==> src/sv/script_token_lexer_assert.svh <==
// Assertion macros shared by the script token lexer modules.
`ifndef SCRIPT_TOKEN_LEXER_ASSERT_SVH
`define SCRIPT_TOKEN_LEXER_ASSERT_SVH

// Check a property on every rising clock edge outside reset.
`define STL_ASSERT(lbl, prop, msg) \
  lbl: assert property (@(posedge clk_i) disable iff (!rst_ni) (prop)) else $error(msg);

// Check that a condition never holds outside reset.
`define STL_NEVER(lbl, cond, msg) \
  lbl: assert property (@(posedge clk_i) disable iff (!rst_ni) !(cond)) else $error(msg);

`endif

==> src/sv/stl_pkg.sv <==
// Types, codes, character constants and helpers of the script token lexer.
package stl_pkg;

  localparam int unsigned POS_BITS_DEF = 16;

  // Result slots filled by one input item: held char, final char, end of string.
  localparam int unsigned NumSlots = 6;
  localparam int unsigned SlotIdxW = $clog2(NumSlots);

  // Lexer modes
  localparam logic [2:0] ModeUndef   = 3'd0;
  localparam logic [2:0] ModeString  = 3'd1;
  localparam logic [2:0] ModeIdent   = 3'd2;
  localparam logic [2:0] ModeNumber  = 3'd3;
  localparam logic [2:0] ModeComment = 3'd4;

  // Token kinds
  localparam logic [3:0] KindNumber  = 4'd0;
  localparam logic [3:0] KindWord    = 4'd1;
  localparam logic [3:0] KindDeclare = 4'd2;
  localparam logic [3:0] KindAssign  = 4'd3;
  localparam logic [3:0] KindString  = 4'd4;
  localparam logic [3:0] KindSqOpen  = 4'd5;
  localparam logic [3:0] KindSqClose = 4'd6;
  localparam logic [3:0] KindCuOpen  = 4'd7;
  localparam logic [3:0] KindCuClose = 4'd8;
  localparam logic [3:0] KindEnd     = 4'd9;
  localparam logic [3:0] KindError   = 4'd10;

  // Identifier kinds held in state (low bits of the token kind)
  localparam logic [1:0] IdWord    = 2'd1;
  localparam logic [1:0] IdDeclare = 2'd2;
  localparam logic [1:0] IdAssign  = 2'd3;

  // Error codes
  localparam logic [2:0] ErrNone        = 3'd0;
  localparam logic [2:0] ErrQuoteAtEnd  = 3'd1;
  localparam logic [2:0] ErrNoIdDeclare = 3'd2;
  localparam logic [2:0] ErrNoIdAssign  = 3'd3;
  localparam logic [2:0] ErrUnterm      = 3'd4;
  localparam logic [2:0] ErrBadChar     = 3'd5;
  localparam logic [2:0] ErrTooLong     = 3'd6;

  // Code points
  localparam logic [20:0] ChUnder   = 21'h5F;
  localparam logic [20:0] ChDollar  = 21'h24;
  localparam logic [20:0] ChHash    = 21'h23;
  localparam logic [20:0] ChEq      = 21'h3D;
  localparam logic [20:0] ChSqOpen  = 21'h5B;
  localparam logic [20:0] ChSqClose = 21'h5D;
  localparam logic [20:0] ChCuOpen  = 21'h7B;
  localparam logic [20:0] ChCuClose = 21'h7D;
  localparam logic [20:0] ChNewline = 21'h0A;
  localparam logic [20:0] ChQuote   = 21'h22;
  localparam logic [20:0] ChBslash  = 21'h5C;
  localparam logic [20:0] ChPlus    = 21'h2B;
  localparam logic [20:0] ChMinus   = 21'h2D;
  localparam logic [20:0] ChComma   = 21'h2C;
  localparam logic [20:0] ChPercent = 21'h25;
  localparam logic [20:0] ChBang    = 21'h21;
  localparam logic [20:0] ChLess    = 21'h3C;
  localparam logic [20:0] ChGreater = 21'h3E;
  localparam logic [20:0] ChSpace   = 21'h20;
  localparam logic [20:0] ChTab     = 21'h09;
  localparam logic [20:0] ChCr      = 21'h0D;
  localparam logic [20:0] ChDig0    = 21'h30;
  localparam logic [20:0] ChDig9    = 21'h39;
  localparam logic [20:0] ChLowA    = 21'h61;
  localparam logic [20:0] ChLowZ    = 21'h7A;
  localparam logic [20:0] ChUpA     = 21'h41;
  localparam logic [20:0] ChUpZ     = 21'h5A;

  typedef struct packed {
    logic [20:0] char_code;
    logic        final_char;
  } lex_in_t;

  typedef struct packed {
    logic [3:0]  token_kind;
    logic [15:0] start_pos;
    logic [15:0] token_length;
    logic [2:0]  error_code;
    logic        run_end;
  } tok_out_t;

  typedef struct packed {
    logic     vld;
    tok_out_t tok;
  } slot_t;

  typedef struct packed {
    logic [2:0] mode;
    logic [1:0] ikind;
    logic       skip;
  } lex_ctl_t;

  function automatic logic is_digit(logic [20:0] c);
    return c inside {[ChDig0:ChDig9]};
  endfunction

  function automatic logic is_start(logic [20:0] c);
    return (c == ChUnder) || (c inside {[ChLowA:ChLowZ]}) || (c inside {[ChUpA:ChUpZ]});
  endfunction

  function automatic logic is_ident(logic [20:0] c);
    return is_start(c) || is_digit(c);
  endfunction

  function automatic logic is_space(logic [20:0] c);
    return c inside {ChSpace, ChTab, ChNewline, ChCr};
  endfunction

  function automatic slot_t tok(logic [3:0] kind, logic [15:0] start,
                                logic [15:0] len, logic [2:0] code);
    slot_t s;
    s.vld              = 1'b1;
    s.tok.token_kind   = kind;
    s.tok.start_pos    = start;
    s.tok.token_length = len;
    s.tok.error_code   = code;
    s.tok.run_end      = 1'b0;
    return s;
  endfunction

endpackage

==> src/sv/stl_lex_char.sv <==
// Decision for one character with one character of lookahead.
module stl_lex_char #(
  parameter int unsigned POS_BITS = stl_pkg::POS_BITS_DEF
) (
  input  logic [20:0]           char_i,
  input  logic [20:0]           look_i,
  input  logic                  look_vld_i,
  input  logic [POS_BITS-1:0]   pos_i,
  input  stl_pkg::lex_ctl_t     ctl_i,
  input  logic [POS_BITS-1:0]   tstart_i,
  output stl_pkg::lex_ctl_t     ctl_o,
  output logic [POS_BITS-1:0]   tstart_o,
  output logic                  fail_o,
  output stl_pkg::slot_t [1:0]  res_o
);

  logic [POS_BITS-1:0] pos_inc;
  logic [15:0]         pos16;
  logic [15:0]         run_len;
  logic                eq_next;
  logic                dispatch;

  assign pos_inc = pos_i + POS_BITS'(1);
  assign pos16   = 16'(pos_i);
  assign run_len = 16'(pos_i - tstart_i);
  assign eq_next = look_vld_i && (look_i == stl_pkg::ChEq);

  always_comb begin
    ctl_o    = ctl_i;
    tstart_o = tstart_i;
    fail_o   = 1'b0;
    res_o    = '0;
    dispatch = 1'b0;
    if (ctl_i.skip) begin
      ctl_o.skip = 1'b0;
    end else begin
      case (ctl_i.mode)
        stl_pkg::ModeString: begin
          if (char_i == stl_pkg::ChQuote) begin
            res_o[0]   = stl_pkg::tok(stl_pkg::KindString, 16'(tstart_i), run_len,
                                      stl_pkg::ErrNone);
            ctl_o.mode = stl_pkg::ModeUndef;
          end else if (char_i == stl_pkg::ChBslash && look_vld_i &&
                       look_i == stl_pkg::ChQuote) begin
            ctl_o.skip = 1'b1;
          end
        end
        stl_pkg::ModeIdent: begin
          if (!stl_pkg::is_ident(char_i)) begin
            res_o[0]   = stl_pkg::tok({2'b00, ctl_i.ikind}, 16'(tstart_i), run_len,
                                      stl_pkg::ErrNone);
            ctl_o.mode = stl_pkg::ModeUndef;
            dispatch   = 1'b1;
          end
        end
        stl_pkg::ModeNumber: begin
          if (!stl_pkg::is_digit(char_i)) begin
            res_o[0]   = stl_pkg::tok(stl_pkg::KindNumber, 16'(tstart_i), run_len,
                                      stl_pkg::ErrNone);
            ctl_o.mode = stl_pkg::ModeUndef;
            dispatch   = 1'b1;
          end
        end
        stl_pkg::ModeComment: begin
          if (char_i == stl_pkg::ChNewline) ctl_o.mode = stl_pkg::ModeUndef;
        end
        default: begin
          ctl_o.mode = stl_pkg::ModeUndef;
          dispatch   = 1'b1;
        end
      endcase

      if (dispatch) begin
        if (stl_pkg::is_digit(char_i)) begin
          ctl_o.mode = stl_pkg::ModeNumber;
          tstart_o   = pos_i;
        end else if (stl_pkg::is_start(char_i)) begin
          ctl_o.mode  = stl_pkg::ModeIdent;
          ctl_o.ikind = stl_pkg::IdWord;
          tstart_o    = pos_i;
        end else if (char_i == stl_pkg::ChQuote) begin
          if (!look_vld_i) begin
            res_o[1] = stl_pkg::tok(stl_pkg::KindError, pos16, 16'd0,
                                    stl_pkg::ErrQuoteAtEnd);
            fail_o   = 1'b1;
          end else begin
            ctl_o.mode = stl_pkg::ModeString;
            tstart_o   = pos_inc;
          end
        end else if (char_i == stl_pkg::ChSqOpen) begin
          res_o[1] = stl_pkg::tok(stl_pkg::KindSqOpen, pos16, 16'd0, stl_pkg::ErrNone);
        end else if (char_i == stl_pkg::ChSqClose) begin
          res_o[1] = stl_pkg::tok(stl_pkg::KindSqClose, pos16, 16'd0, stl_pkg::ErrNone);
        end else if (char_i == stl_pkg::ChCuOpen) begin
          res_o[1] = stl_pkg::tok(stl_pkg::KindCuOpen, pos16, 16'd0, stl_pkg::ErrNone);
        end else if (char_i == stl_pkg::ChCuClose) begin
          res_o[1] = stl_pkg::tok(stl_pkg::KindCuClose, pos16, 16'd0, stl_pkg::ErrNone);
        end else if (char_i inside {stl_pkg::ChPlus, stl_pkg::ChMinus,
                                    stl_pkg::ChComma, stl_pkg::ChPercent}) begin
          res_o[1] = stl_pkg::tok(stl_pkg::KindWord, pos16, 16'd1, stl_pkg::ErrNone);
        end else if (char_i inside {stl_pkg::ChBang, stl_pkg::ChLess,
                                    stl_pkg::ChGreater}) begin
          res_o[1]   = stl_pkg::tok(stl_pkg::KindWord, pos16, eq_next ? 16'd2 : 16'd1,
                                    stl_pkg::ErrNone);
          ctl_o.skip = eq_next;
        end else if (char_i == stl_pkg::ChEq && eq_next) begin
          res_o[1]   = stl_pkg::tok(stl_pkg::KindWord, pos16, 16'd2, stl_pkg::ErrNone);
          ctl_o.skip = 1'b1;
        end else if (char_i == stl_pkg::ChDollar || char_i == stl_pkg::ChEq) begin
          if (!look_vld_i || !stl_pkg::is_start(look_i)) begin
            res_o[1] = stl_pkg::tok(stl_pkg::KindError, pos16, 16'd0,
                                    (char_i == stl_pkg::ChDollar) ?
                                    stl_pkg::ErrNoIdDeclare : stl_pkg::ErrNoIdAssign);
            fail_o   = 1'b1;
          end else begin
            ctl_o.ikind = (char_i == stl_pkg::ChDollar) ? stl_pkg::IdDeclare
                                                        : stl_pkg::IdAssign;
            ctl_o.mode  = stl_pkg::ModeIdent;
            ctl_o.skip  = 1'b1;
            tstart_o    = pos_inc;
          end
        end else if (char_i == stl_pkg::ChHash) begin
          ctl_o.mode = stl_pkg::ModeComment;
        end else if (!stl_pkg::is_space(char_i)) begin
          res_o[1] = stl_pkg::tok(stl_pkg::KindError, pos16, 16'd0, stl_pkg::ErrBadChar);
          fail_o   = 1'b1;
        end
      end
    end
  end

endmodule

==> src/sv/stl_result_buf.sv <==
// Result register: holds the tokens of one item and hands them out in order.
`include "script_token_lexer_assert.svh"

module stl_result_buf (
  input  logic                                clk_i,
  input  logic                                rst_ni,
  input  logic                                load_i,
  input  stl_pkg::slot_t [stl_pkg::NumSlots-1:0] load_data_i,
  output logic                                can_load_o,
  output logic                                out_valid_o,
  input  logic                                out_ready_i,
  output stl_pkg::tok_out_t                   out_data_o
);

  stl_pkg::tok_out_t                slot_q [stl_pkg::NumSlots];
  logic [stl_pkg::NumSlots-1:0]     vld_q, vld_d;
  logic [stl_pkg::SlotIdxW-1:0]     head;
  logic                             last_one;
  logic                             any_load;

  // Lowest valid slot goes out first.
  always_comb begin
    head = '0;
    for (int i = stl_pkg::NumSlots - 1; i >= 0; i--) begin
      if (vld_q[i]) head = stl_pkg::SlotIdxW'(i);
    end
  end

  assign last_one    = ($countones(vld_q) == 1);
  assign out_valid_o = |vld_q;
  assign can_load_o  = (vld_q == '0) || (last_one && out_ready_i);

  always_comb begin
    out_data_o         = slot_q[head];
    out_data_o.run_end = last_one;
  end

  always_comb begin
    vld_d    = vld_q;
    any_load = 1'b0;
    if (out_valid_o && out_ready_i) vld_d[head] = 1'b0;
    if (load_i) begin
      for (int i = 0; i < stl_pkg::NumSlots; i++) begin
        vld_d[i] = load_data_i[i].vld;
        any_load = any_load | load_data_i[i].vld;
      end
    end
  end

  always_ff @(posedge clk_i or negedge rst_ni) begin
    if (!rst_ni) begin
      vld_q <= '0;
    end else begin
      vld_q <= vld_d;
    end
  end

  always_ff @(posedge clk_i) begin
    if (load_i) begin
      for (int i = 0; i < stl_pkg::NumSlots; i++) begin
        slot_q[i] <= load_data_i[i].tok;
      end
    end
  end

  `STL_NEVER(a_load_when_full, load_i && !can_load_o, "load into a busy result buffer")
  `STL_ASSERT(a_load_shows, (load_i && any_load) |=> out_valid_o, "loaded tokens not shown")
  `STL_ASSERT(a_last_drains, (out_valid_o && out_ready_i && last_one && !load_i) |=> !out_valid_o, "buffer did not drain")

endmodule

==> src/sv/script_token_lexer.sv <==
// Top level of the script token lexer: input register, string state and token output.
`include "script_token_lexer_assert.svh"

// Script token lexer. Feed one code point per transaction on in_data_i, with
// final_char set on the last code point of a string; tokens come back on
// out_data_o as kind, start position and length, one token per transaction,
// and run_end marks the last token caused by an input transaction. The lexer
// holds each character back by one so that it is decided with one character of
// lookahead, so a character's token usually appears when the following
// character arrives; the final character flushes everything and closes the
// string with an end token, or with an error token, after which the consumer
// must drop every token already sent for that string. Later transactions of a
// failed string give no tokens until final_char resets the state. Every input
// transaction is decided combinationally by two chained character deciders
// between the input register and the result register, which shows its first
// token and then hands out that transaction's tokens one per cycle while
// out_ready_i is high, so the sustained rate is one input transaction per
// cycle for items that cause at most one token; after an item that causes n
// tokens (n is at most four), the next item loads only as the last of them is
// taken. POS_BITS sets the position counter width: a string may hold at most
// 2^POS_BITS - 1 code points, and positions are reported in their low 16 bits.
module script_token_lexer #(
  parameter int unsigned POS_BITS = stl_pkg::POS_BITS_DEF
) (
  input  logic               clk_i,
  input  logic               rst_ni,
  input  logic               in_valid_i,
  output logic               in_ready_o,
  input  stl_pkg::lex_in_t   in_data_i,
  output logic               out_valid_o,
  input  logic               out_ready_i,
  output stl_pkg::tok_out_t  out_data_o
);

  localparam logic [POS_BITS-1:0] PosLimit = {POS_BITS{1'b1}};
  localparam stl_pkg::lex_ctl_t CtlReset = '{mode:  stl_pkg::ModeUndef,
                                             ikind: stl_pkg::IdWord,
                                             skip:  1'b0};

  // Input register
  stl_pkg::lex_in_t in_q;
  logic             in_vld_q, in_vld_d;
  logic             advance;
  logic             can_load;

  // String state
  stl_pkg::lex_ctl_t   ctl_q, ctl_d;
  logic [POS_BITS-1:0] tstart_q, tstart_d;
  logic [POS_BITS-1:0] pos_q, pos_d;
  logic [20:0]         held_q, held_d;
  logic                held_vld_q, held_vld_d;
  logic                err_q, err_d;

  // Held-character decision
  stl_pkg::lex_ctl_t          a_ctl;
  logic [POS_BITS-1:0]        a_tstart;
  logic                       a_fail;
  stl_pkg::slot_t [1:0]       a_res;
  logic [POS_BITS-1:0]        a_pos;

  // Final-character decision, taking the state the held character leaves
  stl_pkg::lex_ctl_t          mid_ctl;
  logic [POS_BITS-1:0]        mid_tstart;
  logic                       mid_fail;
  stl_pkg::lex_ctl_t          b_ctl;
  logic [POS_BITS-1:0]        b_tstart;
  logic                       b_fail;
  stl_pkg::slot_t [1:0]       b_res;

  logic [POS_BITS-1:0]        pos_inc;
  logic [15:0]                len16;
  stl_pkg::slot_t [stl_pkg::NumSlots-1:0] slots;

  // Take a new transaction whenever the register is empty or moves on now.
  assign advance    = in_vld_q && can_load;
  assign in_ready_o = !in_vld_q || can_load;
  assign in_vld_d   = (in_valid_i && in_ready_o) ? 1'b1 : (advance ? 1'b0 : in_vld_q);

  always_ff @(posedge clk_i or negedge rst_ni) begin
    if (!rst_ni) begin
      in_vld_q <= 1'b0;
    end else begin
      in_vld_q <= in_vld_d;
    end
  end

  always_ff @(posedge clk_i) begin
    if (in_valid_i && in_ready_o) in_q <= in_data_i;
  end

  assign a_pos   = pos_q - POS_BITS'(1);
  assign pos_inc = pos_q + POS_BITS'(1);
  assign len16   = 16'(pos_inc);

  stl_lex_char #(.POS_BITS(POS_BITS)) u_lex_held (
    .char_i     (held_q),
    .look_i     (in_q.char_code),
    .look_vld_i (1'b1),
    .pos_i      (a_pos),
    .ctl_i      (ctl_q),
    .tstart_i   (tstart_q),
    .ctl_o      (a_ctl),
    .tstart_o   (a_tstart),
    .fail_o     (a_fail),
    .res_o      (a_res)
  );

  // Without a held character the state passes through untouched.
  assign mid_ctl    = held_vld_q ? a_ctl : ctl_q;
  assign mid_tstart = held_vld_q ? a_tstart : tstart_q;
  assign mid_fail   = held_vld_q && a_fail;

  stl_lex_char #(.POS_BITS(POS_BITS)) u_lex_final (
    .char_i     (in_q.char_code),
    .look_i     ('0),
    .look_vld_i (1'b0),
    .pos_i      (pos_q),
    .ctl_i      (mid_ctl),
    .tstart_i   (mid_tstart),
    .ctl_o      (b_ctl),
    .tstart_o   (b_tstart),
    .fail_o     (b_fail),
    .res_o      (b_res)
  );

  // Slots 0-1: held character, 2-3: final character, 4-5: end of string.
  always_comb begin
    ctl_d      = ctl_q;
    tstart_d   = tstart_q;
    pos_d      = pos_q;
    held_d     = held_q;
    held_vld_d = held_vld_q;
    err_d      = err_q;
    slots      = '0;
    if (!err_q) begin
      if (pos_q == PosLimit) begin
        slots[0] = stl_pkg::tok(stl_pkg::KindError, 16'(pos_q), 16'd0,
                                stl_pkg::ErrTooLong);
        err_d    = 1'b1;
      end else begin
        if (held_vld_q) slots[1:0] = a_res;
        ctl_d    = mid_ctl;
        tstart_d = mid_tstart;
        if (mid_fail) begin
          err_d = 1'b1;
        end else begin
          held_d     = in_q.char_code;
          held_vld_d = 1'b1;
          pos_d      = pos_inc;
          if (in_q.final_char) begin
            held_vld_d = 1'b0;
            slots[3:2] = b_res;
            ctl_d      = b_ctl;
            tstart_d   = b_tstart;
            if (b_fail) begin
              err_d = 1'b1;
            end else begin
              // Flush whatever token is still open, then close the string; an open string gives an error.
              case (b_ctl.mode)
                stl_pkg::ModeString: begin
                  slots[4] = stl_pkg::tok(stl_pkg::KindError, len16, 16'd0,
                                          stl_pkg::ErrUnterm);
                  err_d    = 1'b1;
                end
                stl_pkg::ModeIdent: begin
                  slots[4] = stl_pkg::tok({2'b00, b_ctl.ikind}, 16'(b_tstart),
                                          16'(pos_inc - b_tstart), stl_pkg::ErrNone);
                  slots[5] = stl_pkg::tok(stl_pkg::KindEnd, len16, 16'd0,
                                          stl_pkg::ErrNone);
                end
                stl_pkg::ModeNumber: begin
                  slots[4] = stl_pkg::tok(stl_pkg::KindNumber, 16'(b_tstart),
                                          16'(pos_inc - b_tstart), stl_pkg::ErrNone);
                  slots[5] = stl_pkg::tok(stl_pkg::KindEnd, len16, 16'd0,
                                          stl_pkg::ErrNone);
                end
                default: begin
                  slots[4] = stl_pkg::tok(stl_pkg::KindEnd, len16, 16'd0,
                                          stl_pkg::ErrNone);
                end
              endcase
            end
          end
        end
      end
    end
    // The last code point always returns the string state to reset.
    if (in_q.final_char) begin
      ctl_d      = CtlReset;
      tstart_d   = '0;
      pos_d      = '0;
      held_d     = '0;
      held_vld_d = 1'b0;
      err_d      = 1'b0;
    end
  end

  always_ff @(posedge clk_i or negedge rst_ni) begin
    if (!rst_ni) begin
      ctl_q      <= CtlReset;
      tstart_q   <= '0;
      pos_q      <= '0;
      held_q     <= '0;
      held_vld_q <= 1'b0;
      err_q      <= 1'b0;
    end else if (advance) begin
      ctl_q      <= ctl_d;
      tstart_q   <= tstart_d;
      pos_q      <= pos_d;
      held_q     <= held_d;
      held_vld_q <= held_vld_d;
      err_q      <= err_d;
    end
  end

  stl_result_buf u_result_buf (
    .clk_i       (clk_i),
    .rst_ni      (rst_ni),
    .load_i      (advance),
    .load_data_i (slots),
    .can_load_o  (can_load),
    .out_valid_o (out_valid_o),
    .out_ready_i (out_ready_i),
    .out_data_o  (out_data_o)
  );

  `STL_ASSERT(a_held_has_pos, held_vld_q |-> (pos_q != '0), "held character without a position")
  `STL_ASSERT(a_final_resets, (advance && in_q.final_char) |=> (pos_q == '0 && !held_vld_q && !err_q), "string state not reset")
  `STL_NEVER(a_skip_mode, ctl_q.skip && (ctl_q.mode == stl_pkg::ModeNumber || ctl_q.mode == stl_pkg::ModeComment), "skip pending in a number or comment")

endmodule
==> config.mk <==
export PLATFORM = sky130hd
export DESIGN_NAME = script_token_lexer
export DESIGN_NICKNAME = d
export VERILOG_FILES = /design/src/sv/stl_pkg.sv /design/src/sv/stl_lex_char.sv /design/src/sv/stl_result_buf.sv /design/src/sv/script_token_lexer.sv
export VERILOG_INCLUDE_DIRS = /design/src /design/src/sv
export SDC_FILE = /design/constraint.sdc
export NUM_CORES = 1
export LEC_CHECK = 0
export BUFFER_PORTS_ARGS = -buffer_cell sky130_fd_sc_hd__buf_4
export CAP_MARGIN = 5
export CORE_MARGIN = 3
export CORE_UTILIZATION = 48
export DETAILED_ROUTE_END_ITERATION = 7
export HOLD_SLACK_MARGIN = 0.1
export SLEW_MARGIN = 20
export SYNTH_ARGS = -nofsm -noshare
export SYNTH_HDL_FRONTEND = slang
export SYNTH_SLANG_ARGS = --single-unit
==> constraint.sdc <==
create_clock -name clk_i -period 11.4 [get_ports clk_i]
set_input_delay 1.71 -clock clk_i [delete_from_list [all_inputs] [get_ports clk_i]]
set_output_delay 1.71 -clock clk_i [all_outputs]
set_load 0.01 [all_outputs]
### After elaboration in Yosys (flattened, before gate mapping)

Memories as Yosys holds them, arrays and structs flattened.
Cells that the tools add are included.

* register bits: 90
* memory bits (writable): 240
* input port bits: 26
* output and inout port bits: 42
* memories: 1

* $add $sub $neg: 11
* magnitude comparators: 14
* equal/unequal tests: 57
* mux-type cells: 255
* bitwise operators: 2
* reductions and logical operators: 40

Memory list
* u_result_buf.slot_q: depth 6, width 40, read ports 1, clocked after memory_dff 0, wr ports 6, RTL line stl_result_buf.sv:15 `stl_pkg::tok_out_t slot_q [stl_pkg::NumSlots];`

Operators with widths (count)
* two-way mux 41 bit: 36
* == test 21 x 6 -> 1 bit, second input constant: 24
* two-way mux 16 bit: 26
* two-way mux 164 bit: 2
* two-way mux 82 bit: 4
* two-way mux 6 bit: 49
* two-way mux 246 bit: 1
* one-hot mux 41 bit (3 select lines): 2
* == test 21 x 7 -> 1 bit, second input constant: 11
* two-way mux 205 bit: 1
* two-way mux 3 bit: 53
* == test 21 x 4 -> 1 bit, second input constant: 6
* one-hot mux 40 bit (3 select lines): 1
* >= comparator 21 x 7 -> 1 bit, second input constant: 4
* <= comparator 21 x 7 -> 1 bit, second input constant: 4
* two-way mux 21 bit: 4
* adder 32 bit: 2
* two-way mux 1 bit: 63
* subtractor 16 bit: 3
* >= comparator 21 x 6 -> 1 bit, second input constant: 2
* <= comparator 21 x 6 -> 1 bit, second input constant: 2
* two-way mux 5 bit: 7
* adder 16 x 1 -> 16 bit, second input constant: 2
* == test 32 x 2 -> 1 bit, second input constant: 1
* other kinds (26): 69

### Depth between registers and ports, before layout

Gate-level depths: netlist of the first run.

* depth after elaboration: 100
* gate-level depth with buffers: 27

### By module

Synthesis of the first run repeated with hierarchy kept, for this count alone.

* cells, all modules: 2524
* area total of the unflattened synthesis: 21923.5 um2

By module, submodules not included
* stl_result_buf: times used 1, cells each 727, area an instance 9460.3 um2, seq. area each 7176.9 um2
* script_token_lexer: times used 1, cells each 854, area an instance 6627.6 um2, seq. area each 2213.4 um2
* stl_lex_char at u_lex_final: times used 1, cells each 479, area an instance 2934.1 um2, seq. area each 0.0 um2
* stl_lex_char at u_lex_held: times used 1, cells each 464, area an instance 2901.5 um2, seq. area each 0.0 um2

### Worst setup path after synthesis of the first run

OpenSTA, ideal clock, no wires.

* path kind: input to register
* start: in out_ready_i
* end: reg err_q
* setup time: 0.084 ns
* arrival time: 7.325 ns
* required time: 11.316 ns
* setup slack: 3.991 ns
* stages on the path: 7
* path buffers: 2
* cells stage by stage: a21boi_0 nand2b_1 clkinv_1 o21ai_0 clkbuf_1 clkbuf_1 a21boi_0

* word-level cells in the longest chain between the ends: 3

RTL lines
* start: declaration: RTL line script_token_lexer.sv:31 `input logic out_ready_i,`
* logical AND 1 bit: RTL line stl_result_buf.sv:31 `assign can_load_o = (vld_q == '0) || (last_one && out_ready_i);`
* logical OR 1 bit: RTL line stl_result_buf.sv:31
* logical AND 1 bit: RTL line script_token_lexer.sv:75 `assign advance = in_vld_q && can_load;`
* net advance: RTL line script_token_lexer.sv:43 `logic advance;`
* end signal: assignment: RTL line script_token_lexer.sv:212 `err_q <= err_d;`
* end: declaration: RTL line script_token_lexer.sv:52 `logic err_q, err_d;`

The timed path passes the listed nets, and every way through them passes these cells.
A chain may end at the register's enable or synchronous reset.

==> impl_metrics.tcl, run 1 <==
set metrics [dict create \
    cts_tree "done" \
    fmax_ghz 0.141 \
    dpl.hpwl_um 36400 \
    whs_path_depth 2 \
    synthFlopType "edfxtp_1" \
    powerDensity_nw_per_um2 296 \
    start_kind "flip-flop" \
    die_w_um 191 \
    core_um2 33600 \
    remaining_drc_errors 0 \
    synthesis.nets 1771 \
    synthesis.area_um2 16400 \
    path_delay_family "compound AO/OA/AOI/OAI gates" \
    n_antenna_cell 0 \
    clkTransAtPathRegs_ns 0.07 \
    slew_headroom_pct 22.7 \
    path_cells "and4b_1, nor3_1, o32a_1, buf_4, nand2_1, o21ai_1, nor2_1, a211oi_2, or3_1, o21ai_0, fa_1, a21o_1, a21oi_1, o21bai_1, a21oi_1, o21bai_1, a21oi_1, o21ai_0, o211a_1, o21a_1, o311a_1" \
    clock_skew_ns 0.0303 \
    critPathCaptureType "flip-flop" \
    p_comb_share_pct 49.5 \
    insertion_delay_ns 0.57 \
    arrival_ns 7.40 \
    drtIter0Drc 1220 \
    fin_tns_setup_ns 0 \
    initial_core_util_pct 48.9 \
    grt_start_max_net_pins 74 \
    reg2regPathDepth 21 \
    wirelength_um 51200 \
    fin_hold_ws_ns 0.489 \
    post-cts-setup-buffers 0 \
    die_y_um 191 \
    ys_types 98 \
    outcome "finished, final reports clean" \
    num_io_pins 68 \
    cts-root-buf "clkbuf_16" \
    yosysWarnings 0 \
    stdcell_count 2174 \
    hp-class "flip-flop to flip-flop" \
    nets 1791 \
    area_growth_pct 11.5 \
    antenna_left 0 \
    period_minus_slack_ns 7.08 \
    row_count 67 \
    portBuffers 67 \
    cts_resized 0 \
    internal_power_mw 3.10 \
    tightest_slew_ns 1.16 \
    gp_congestion 0.910 \
    hold_viol_final 0 \
    whs_endpoint "tstart_q[3]" \
    cp_common_cell "a21oi_1" \
    ir_drop_v 0.000241 \
    cts_made_buffers 29 \
    critPathKind "flip-flop to flip-flop" \
    yosysSeqAreaShare_pct 46.0 \
    swShare_pct 42.9 \
    setup_viol 0 \
    grt_pass1_vias 12500 \
    cp_max_fo 29 \
    drive_gt1_share_pct 12.2 \
    cp_num_buf_inv 1 \
    cpPeakStageDelay_ns 0.68 \
    synthCells 1683 \
    clock_power_share_pct 17.6 \
    yosys_register_bits 263 \
    place_inst 2120 \
    power_frac_seq_pct 32.9 \
    p_total_mw 5.43 \
    firstDrtPassIters 7 \
    leakagePower_nw 7.00 \
    die-area_um2 36500 \
    num_vias 13500 \
    wl_per_cell_um 23.5 \
    synth_edf_count 195 \
    htreeDepth 1 \
    grt_pass1_wl_um 77200 \
    fin_crit_sh_pct 62.1 \
    async_flop_share_pct 25.9 \
    holdCritStartpoint "tstart_q[3]" \
    worstPathRequired_ns 11.72 \
    cts_sinks 263 \
    grtUsageTotal_pct 27.6 \
    max_cap_viol_count 0 \
    final_max_slew_viol_count 0 \
    p_sw_mw 2.33 \
    grt-ovfl-total 0 \
    vias_per_cell 6.20 \
    reg2reg_slack_ns 4.32 \
    r2r_start "held_q[1]" \
    cts.path.max_buffers 3 \
    slowest_stage "dfrtp_1" \
    syn_area_per_cell_um2 9.76 \
    rsz0062_at_grt "false" \
    timing.rr.end "u_result_buf.slot_q[4][18]" \
    antenna_found_initial 1 \
    postCtsHoldBufs 0 \
]
==> layout by cell type, fill, tap and decap left out, types with 37 or more instances in the layout <==
| master | n |
|---|---|
| edfxtp_1 | 195 |
| dfrtp_1 | 67 |
| nand2_1 | 163 |
| ha_1 | 57 |
| o21ai_0 | 99 |
| nor3_1 | 55 |
| inv_1 | 66 |
| buf_4 | 93 |
| xnor2_1 | 38 |
| nand3_1 | 37 |
| a21oi_1 | 73 |
| nor2_1 | 196 |
==> power groups by stage <==
stage / Sequential, mW / Clock (mW) / Combinational, mW
floorplan: 1.77 / 0 / 1.81
global placement: 1.79 / 0 / 2.66
detailed placement: 1.80 / 0 / 2.66
CTS: 1.78 / 0.973 / 2.68
global route: 1.83 / 1.01 / 2.92
finish: 1.78 / 0.957 / 2.69
==> worst min-delay path, delay by kind of cell, from the launching register on <==
family             cells  cell delay, ns
and+or+nand+nor        1            0.05
DFF                    1            0.35
AOI/OAI and AO/OA      1            0.06
==> routing by layer <==
layer | track usage [%] | part of all wire, % | up-vias
met1 | 40.9 | 45 | 6594
met3 | 5.35 | 8.2 | 81
li1 | - | - | 6250
met2 | 42.0 | 44 | 556
met5 | 0 | 0 | -
met4 | 6.46 | 2.1 | 0
==> worst max-delay path by stage <==
stage / from / end / slack (ns) / depth (start not counted)
2_1_floorplan: out_ready_i / err_q / 3.99 / 7
6_report: held_q[1] / u_result_buf.slot_q[4][18] / 4.32 / 21
3_5_place_dp: held_q[1] / u_result_buf.slot_q[4][18] / 4.52 / 21
4_1_cts: held_q[1] / u_result_buf.slot_q[4][18] / 4.52 / 21
5_1_grt: held_q[1] / u_result_buf.slot_q[4][18] / 3.97 / 21
3_3_place_gp: held_q[1] / u_result_buf.slot_q[4][18] / 4.68 / 21
==> cells in the mapped netlist (4+ instances only) <==
master    count  area share [%]
mux4_2       18             2.5
dfrtp_1      67              10
clkbuf_1     78             1.8
nor2b_1      17            0.65
nor3b_1       9            0.41
edfxtp_1    195              36
inv_1        66             1.5
nand2b_1     26            0.99
a211oi_2      6            0.46
a211oi_1     19            0.87
a21o_1       24             1.1
a21oi_1      73             2.2
or4_1        10            0.46
or2_2         8            0.30
nand2_1     163             3.7
and3_1       18            0.69
xnor2_1      38             2.0
and4_1        7            0.37
o21ai_0     102             3.1
nor4_4        5            0.65
mux2i_1      33             2.0
or3_1        24            0.91
a22o_1       32             1.7
nor3_1       56             1.7
nor2_1      198             4.5
o21a_1        7            0.32
buf_2        11            0.34
o22ai_1      21            0.80
nand4_1      19            0.72
nor4b_1       7            0.37
nand3b_1      5            0.23
nor4_1       20            0.76
and2_1       27             1.0
ha_1         57             4.3
xor2_1       22             1.2
nand3_1      37             1.1
fa_1          5            0.61
o211ai_1     11            0.50
buf_4         4            0.18
a21boi_0     11            0.50
a31oi_1      32             1.2
o31ai_1      11            0.50
buf_1        10            0.23
==> layout make-up <==
| cell class | count | area, um^2 |
|---|---|---|
| Timing Repair Buffer | 93 | 698 |
| Inverter | 67 | 256 |
| Tap cell | 448 | 561 |
| Fill cell | 3060 | 15300 |
| Clock inverter | 21 | 216 |
| Sequential cell | 263 | 7560 |
| Clock buffer | 33 | 741 |
| Multi-Input combinational cell | 1249 | 8280 |
==> per-stage QoR <==
step / utilization [%] / worst slack (ns) / instance area, um^2
2_1_floorplan: - / 3.99 / 16400
3_3_place_gp: 51.6 / 4.68 / 17300
3_5_place_dp: 51.6 / 4.52 / 17300
4_1_cts: 54.4 / 4.52 / 18300
5_1_grt: 54.5 / 3.97 / 18300
6_report: 54.5 / 4.32 / 18300
==> sequential cells by signal, indices dropped and copies added, names as in the netlist <==
| name | count |
|---|---|
| pos_q | 16 |
| in_vld_q | 1 |
| held_q | 21 |
| err_q | 1 |
| ctl_q | 6 |
| in_q | 22 |
| held_vld_q | 1 |
| tstart_q | 16 |
| u_result_buf.vld_q | 6 |
| u_result_buf.slot_q | 173 |
==> logic make-up (layout without fill, tap and decap cells) <==
logic type,Yosys count,in the layout,synth area share (%)
muxes,55,55,4.75
xor gates and xnor gates,61,61,3.34
and+or+nand+nor,672,672,20.5
adders and majority gates,62,62,4.95
DFF,263,263,46.0
buffers and inverters,171,214,4.13
AOI/OAI and AO/OA,399,399,16.3
No activity file was read; power rests on OpenSTA's default activity.
==> run 2: changes to the inputs <==
--- a/config.mk
+++ b/config.mk
@@ -12,6 +12,7 @@
 export CORE_UTILIZATION = 48
 export DETAILED_ROUTE_END_ITERATION = 7
 export HOLD_SLACK_MARGIN = 0.1
+export PLACE_DENSITY = 0.67
 export SLEW_MARGIN = 20
 export SYNTH_ARGS = -nofsm -noshare
 export SYNTH_HDL_FRONTEND = slang
==> constraint.sdc (replaced) <==
create_clock -name clk_i -period 5.7 [get_ports clk_i]
set_input_delay 0.855 -clock clk_i [delete_from_list [all_inputs] [get_ports clk_i]]
set_output_delay 0.855 -clock clk_i [all_outputs]
set_load 0.01 [all_outputs]
==> impl_metrics.tcl, run 2 (synthesis results as in run 1) <==
set metrics [dict create \
    grt_pass1_wl_um 80000 \
    setup_viol 0 \
    grtUsageTotal_pct 28.4 \
    final_max_slew_viol_count 0 \
    n_antenna_cell 0 \
    area_growth_pct 18.0 \
    ir_drop_v 0.000362 \
    grt_pass1_vias 13600 \
    dpl.hpwl_um 38100 \
    hold_viol_final 0 \
    layout_common_cells "216 x buf_4, 195 x nor2_1, 195 x edfxtp_1" \
    swShare_pct 42.1 \
    clock_power_share_pct 16.8 \
    grt_start_max_net_pins 83 \
    p_sw_mw 4.79 \
    portBuffers 67 \
    wirelength_um 52200 \
    antenna_left 0 \
    reg.largest.list "u_result_buf.slot_q x173, in_q x22, held_q x21" \
    vias_per_cell 6.19 \
    cts_made_buffers 30 \
    worstPathRequired_ns 5.98 \
    fmax_ghz 0.183 \
    row_count 67 \
    num_vias 14200 \
    postPlaceCellArea_um2 18300 \
    fin_hold_ws_ns 0.471 \
    num_io_pins 68 \
    core_um2 33600 \
    clkTransAtPathRegs_ns 0.06 \
    wl_per_cell_um 22.7 \
    largest-register "u_result_buf.slot_q" \
    gp_congestion 0.952 \
    clock_skew_ns 0.0125 \
    antenna_found_initial 1 \
    cts-root-buf "clkbuf_16" \
    top_layer_used "met4" \
    grt-ovfl-total 0 \
    slew_headroom_pct 28.8 \
    leakagePower_nw 7.63 \
    die-area_um2 36500 \
    htreeDepth 1 \
    final_common_cell "buf_4" \
    drive_gt1_share_pct 19.1 \
    largest_reg_flops 173 \
    max_cap_viol_count 0 \
    critPathKind "flip-flop to flip-flop" \
    die_y_um 191 \
    firstDrtPassIters 5 \
    die_w_um 191 \
    met3_wirelength_um 4020 \
    insertion_delay_ns 0.56 \
    internal_power_mw 6.59 \
    start_kind "flip-flop" \
    cp_max_fo 6 \
    wl_met2_um 24000 \
    initial_core_util_pct 48.9 \
    power_frac_seq_pct 30.5 \
    p_total_mw 11.4 \
    cts.path.max_buffers 3 \
    powerDensity_nw_per_um2 587 \
    cts_sinks 263 \
    fin_crit_sh_pct 95.8 \
    final_area_um2 19400 \
    outcome "finished, final reports clean" \
    arrival_ns 5.74 \
    hp-class "input pin to asynchronous set/reset pin" \
    rsz0062_at_grt "true" \
    p_comb_share_pct 52.7 \
    remaining_drc_errors 0 \
    cts_tree "done" \
    wl_met1_um 22600 \
    drtIter0Drc 1324 \
    nets 1917 \
    tightest_slew_ns 1.07 \
    critPathCaptureType "flip-flop" \
    period_minus_slack_ns 5.46 \
]
[run 2: changes by cell type in the layout (fill, tap and decap cells not counted), sizes merged]
cell,before,now
clkbuf,33,35
inv,69,68
buf,93,218
bufinv,4,3
clkinv,12,13
[run 2: worst max-delay path, cell delays in order (launching register included)]
cell	delay [ns]
dfrtp_1	0.40
nor3_2	0.37
buf_4	0.21
nand4_1	0.21
o31ai_1	0.39
a211oi_2	0.13
buf_4	0.18
a211oi_2	0.29
a21o_1	0.18
a211oi_4	0.10
or3_4	0.37
nand2_1	0.10
o21ai_1	0.11
buf_4	0.15
ha_1	0.26
a21o_1	0.18
a21o_1	0.19
a21o_1	0.20
a31o_2	0.27
nand4_1	0.12
a31oi_2	0.15
a31oi_2	0.21
o21ai_1	0.13
xnor3_1	0.22
nor2_1	0.05
[run 2: what timing repair did]
| action | 4_1_cts | 5_1_grt |
|---|---|---|
| gates resized for setup | 6 | 26 |
| setup buffers | 2 | 4 |
| pin swaps | 3 | 14 |
| endpoints found under the hold margin | 0 | 0 |
| endpoints found under the setup margin | 7 | 10 |
| hold buffers | 0 | 0 |
[run 2: layer usage]
metal | GRT usage [%] | vias up
li1 | - | 6501
met1 | 40.9 | 6999
met2 | 45.4 | 633
met3 | 3.48 | 108
met4 | 8.02 | 0
met5 | 0 | -
[run 2: area by class of cell]
cell class / instances / area, um^2
clock buffers: 35 / 791
repair buffers: 218 / 1660
clock inverters: 20 / 183
multi-input cells: 1249 / 8380
flip-flops and latches: 263 / 7560
inverters: 67 / 256
well taps: 448 / 561
fillers: 2919 / 14200
[run 2: power by group through the flow]
| stage | sequential, mW | combinational [mW] | clock (mW) |
|---|---|---|---|
| 6_report | 3.47 | 6.00 | 1.91 |
| 3_3_place_gp | 3.47 | 5.75 | 0 |
| 3_5_place_dp | 3.50 | 5.82 | 0 |
| 4_1_cts | 3.47 | 5.87 | 1.94 |
| 5_1_grt | 3.54 | 6.47 | 2.02 |
| 2_1_floorplan | 3.44 | 3.62 | 0 |
[run 2: path summary, 6_finish.rpt]
| path | startpoint | end | slack, ns | cells past startpoint |
|---|---|---|---|---|
| worst max-delay path | held_q[13] | u_result_buf.slot_q[4][19] | 0.24 | 24 |
| worst min-delay path | rst_ni | held_q[19] | 0.47 | 1 |
| worst max register to register | held_q[13] | u_result_buf.slot_q[4][19] | 0.24 | 24 |
| worst min register to register | tstart_q[3] | tstart_q[3] | 0.48 | 2 |
| max in group asynchronous | rst_ni | tstart_q[9] | 4.51 | 1 |
| min in group clk_i | in_data_i[6] | in_q[6] | 0.47 | 1 |
[run 2: stage by stage]
| stage | worst slack, ns | util (%) | std cells | setup TNS [ns] |
|---|---|---|---|---|
| floorplan | 0.0527 | - | 1683 | 0 |
| detailed placement | -0.269 | 54.3 | 2239 | -0.814 |
| global placement | -0.260 | 54.3 | 2239 | -0.499 |
| global route | -0.0409 | 57.7 | 2300 | -0.0456 |
| CTS | 0.0153 | 57.3 | 2296 | 0 |
| finish | 0.240 | 57.7 | 2300 | 0 |
==> run 3: changes to the inputs <==
--- a/config.mk
+++ b/config.mk
@@ -9,10 +9,9 @@
 export BUFFER_PORTS_ARGS = -buffer_cell sky130_fd_sc_hd__buf_4
 export CAP_MARGIN = 5
 export CORE_MARGIN = 3
-export CORE_UTILIZATION = 48
+export CORE_UTILIZATION = 35
 export DETAILED_ROUTE_END_ITERATION = 7
 export HOLD_SLACK_MARGIN = 0.1
-export PLACE_DENSITY = 0.67
 export SLEW_MARGIN = 20
 export SYNTH_ARGS = -nofsm -noshare
 export SYNTH_HDL_FRONTEND = slang
==> impl_metrics.tcl, run 3 (synthesis results as in run 1) <==
set metrics [dict create \
    outcome "finished, final reports clean" \
    hp-class "input pin to asynchronous set/reset pin" \
    multi_input_area_um2 8320 \
    wl_met2_um 25400 \
    powerDensity_nw_per_um2 583 \
    cp_max_fo 3 \
    tightest_slew_ns 1.08 \
    cts-root-buf "clkbuf_16" \
    insertion_delay_ns 0.58 \
    antenna_found_initial 0 \
    clock_power_share_pct 17.6 \
    slew_headroom_pct 28.0 \
    regArea_um2 7560 \
    path_cells "nor4_4, nand4_1, or4_4, buf_6, a211oi_4, o211ai_2, a221oi_2, a211oi_2, or3_1, buf_4, o21ai_1, ha_1, a21o_1, a21o_1, a21o_1, a31o_2, nand4_1, a31oi_1, a31oi_1, o21ai_0, xnor3_1, nor2_1" \
    p_comb_share_pct 51.8 \
    top_layer_used "met4" \
    leakagePower_nw 7.63 \
    dpl.hpwl_um 39000 \
    final_common_cell "buf_4" \
    slowest_stage "or4_4" \
    wl_per_cell_um 21.8 \
    dp_slack_ns -0.0691 \
    max_cap_viol_count 0 \
    die_w_um 223 \
    rsz0062_at_grt "true" \
    largest_reg_flops 173 \
    portBuffers 67 \
    drive_gt1_share_pct 18.8 \
    nets 1916 \
    power_frac_seq_pct 30.6 \
    postCtsHoldBufs 0 \
    setup_slack_ns 0.152 \
    cpPeakStageDelay_ns 0.59 \
    ir_drop_v 0.000381 \
    clock_skew_ns 0.0243 \
    internal_power_mw 6.65 \
    num_vias 13900 \
    hold_viol_final 0 \
    antenna_left 0 \
    drtIter0Drc 1458 \
    p_sw_mw 4.75 \
    final_max_slew_viol_count 0 \
    period_minus_slack_ns 5.55 \
    wirelength_um 53500 \
    core_um2 45900 \
    grtUsageTotal_pct 20.9 \
    critPathKind "flip-flop to flip-flop" \
    layout_common_cells "214 x buf_4, 195 x edfxtp_1, 193 x nor2_1" \
    n_antenna_cell 0 \
    clkTransAtPathRegs_ns 0.06 \
    stdcell_count 2452 \
    wl_met1_um 23500 \
    largest-register "u_result_buf.slot_q" \
    firstDrtPassIters 5 \
    arrival_ns 5.87 \
    die-area_um2 49600 \
    worstPathRequired_ns 6.02 \
    fin_crit_sh_pct 97.3 \
    die_y_um 223 \
    reg2regPathDepth 22 \
    cts_sinks 263 \
    postLayoutCoreUtil_pct 42.6 \
    grt_pass1_vias 13600 \
    setup_viol 0 \
    htreeDepth 1 \
    critPathCaptureType "flip-flop" \
    row_count 78 \
    grt_start_max_net_pins 89 \
    cp_common_cell "a21o_1" \
    num_io_pins 68 \
    cts_tree "done" \
    cts_made_buffers 30 \
    remaining_drc_errors 0 \
    reg.largest.list "u_result_buf.slot_q x173, in_q x22, held_q x21" \
    vias_per_cell 5.69 \
    gp_congestion 0.944 \
    fmax_ghz 0.180 \
    met3_wirelength_um 3240 \
    initial_core_util_pct 35.8 \
    place_inst 2391 \
    fillCellCount 4420 \
    p_total_mw 11.4 \
    grt-ovfl-total 0 \
    start_kind "flip-flop" \
    area_growth_pct 19.0 \
    cts.path.max_buffers 3 \
    swShare_pct 41.7 \
    grt_pass1_wl_um 81700 \
]
## run 3: final timing paths
path,from,end,slack (ns)
max,in_q[10],u_result_buf.slot_q[4][19],0.15
min,rst_ni,held_q[8],0.19
max reg2reg,in_q[10],u_result_buf.slot_q[4][19],0.15
min reg2reg,ctl_q[1],ctl_q[1],0.48
max in group asynchronous,rst_ni,pos_q[0],4.45
min in group clk_i,in_data_i[2],in_q[2],0.46
## run 3: critical path: cells and delay by family (launching register included)
family	cells	cell delay [ns]
buffers and inverters	2	0.31
AOI/OAI and AO/OA	12	2.40
adders and majority gates	1	0.28
DFF	1	0.43
xor gates and xnor gates	1	0.20
and+or+nand+nor	6	1.69
## run 3: per-layer routing
metal	vias up	track usage, %
li1	6500	-
met1	6894	29.1
met2	467	34.7
met3	87	2.66
met4	0	5.27
met5	-	0
## run 3: power by group through the flow
stage                     sequential (mW)  combinational [mW]  clock [mW]
after floorplan                      3.44                3.62           0
after global placement               3.48                5.81           0
after detailed placement             3.52                5.84           0
after CTS                            3.48                5.87        2.04
after global routing                 3.56                6.42        2.12
final                                3.48                5.90        2.01
## run 3: final cells by class
cell class,count,share of cell area [%]
Multi-Input combinational cell,1249,42.5
Sequential cell,263,38.7
Timing Repair Buffer,217,8.43
Clock buffer,40,4.08
Tap cell,600,3.84
Inverter,67,1.31
Clock inverter,16,1.13
## run 3: repair_timing
action | CTS | global route
setup buffers | 1 | 4
pin swaps | 3 | 15
gates resized for setup | 2 | 25
endpoints found under the setup margin | 1 | 10
## run 3: stage by stage
step | area [um^2] | setup TNS [ns] | hold slack, ns
detailed placement | 18400 | -0.0691 | 0.471
CTS | 19500 | 0 | 0.182
floorplan | 16400 | 0 | 0.444
global route | 19600 | -0.272 | 0.199
global placement | 18400 | 0 | 0.463
finish | 19600 | 0 | 0.193
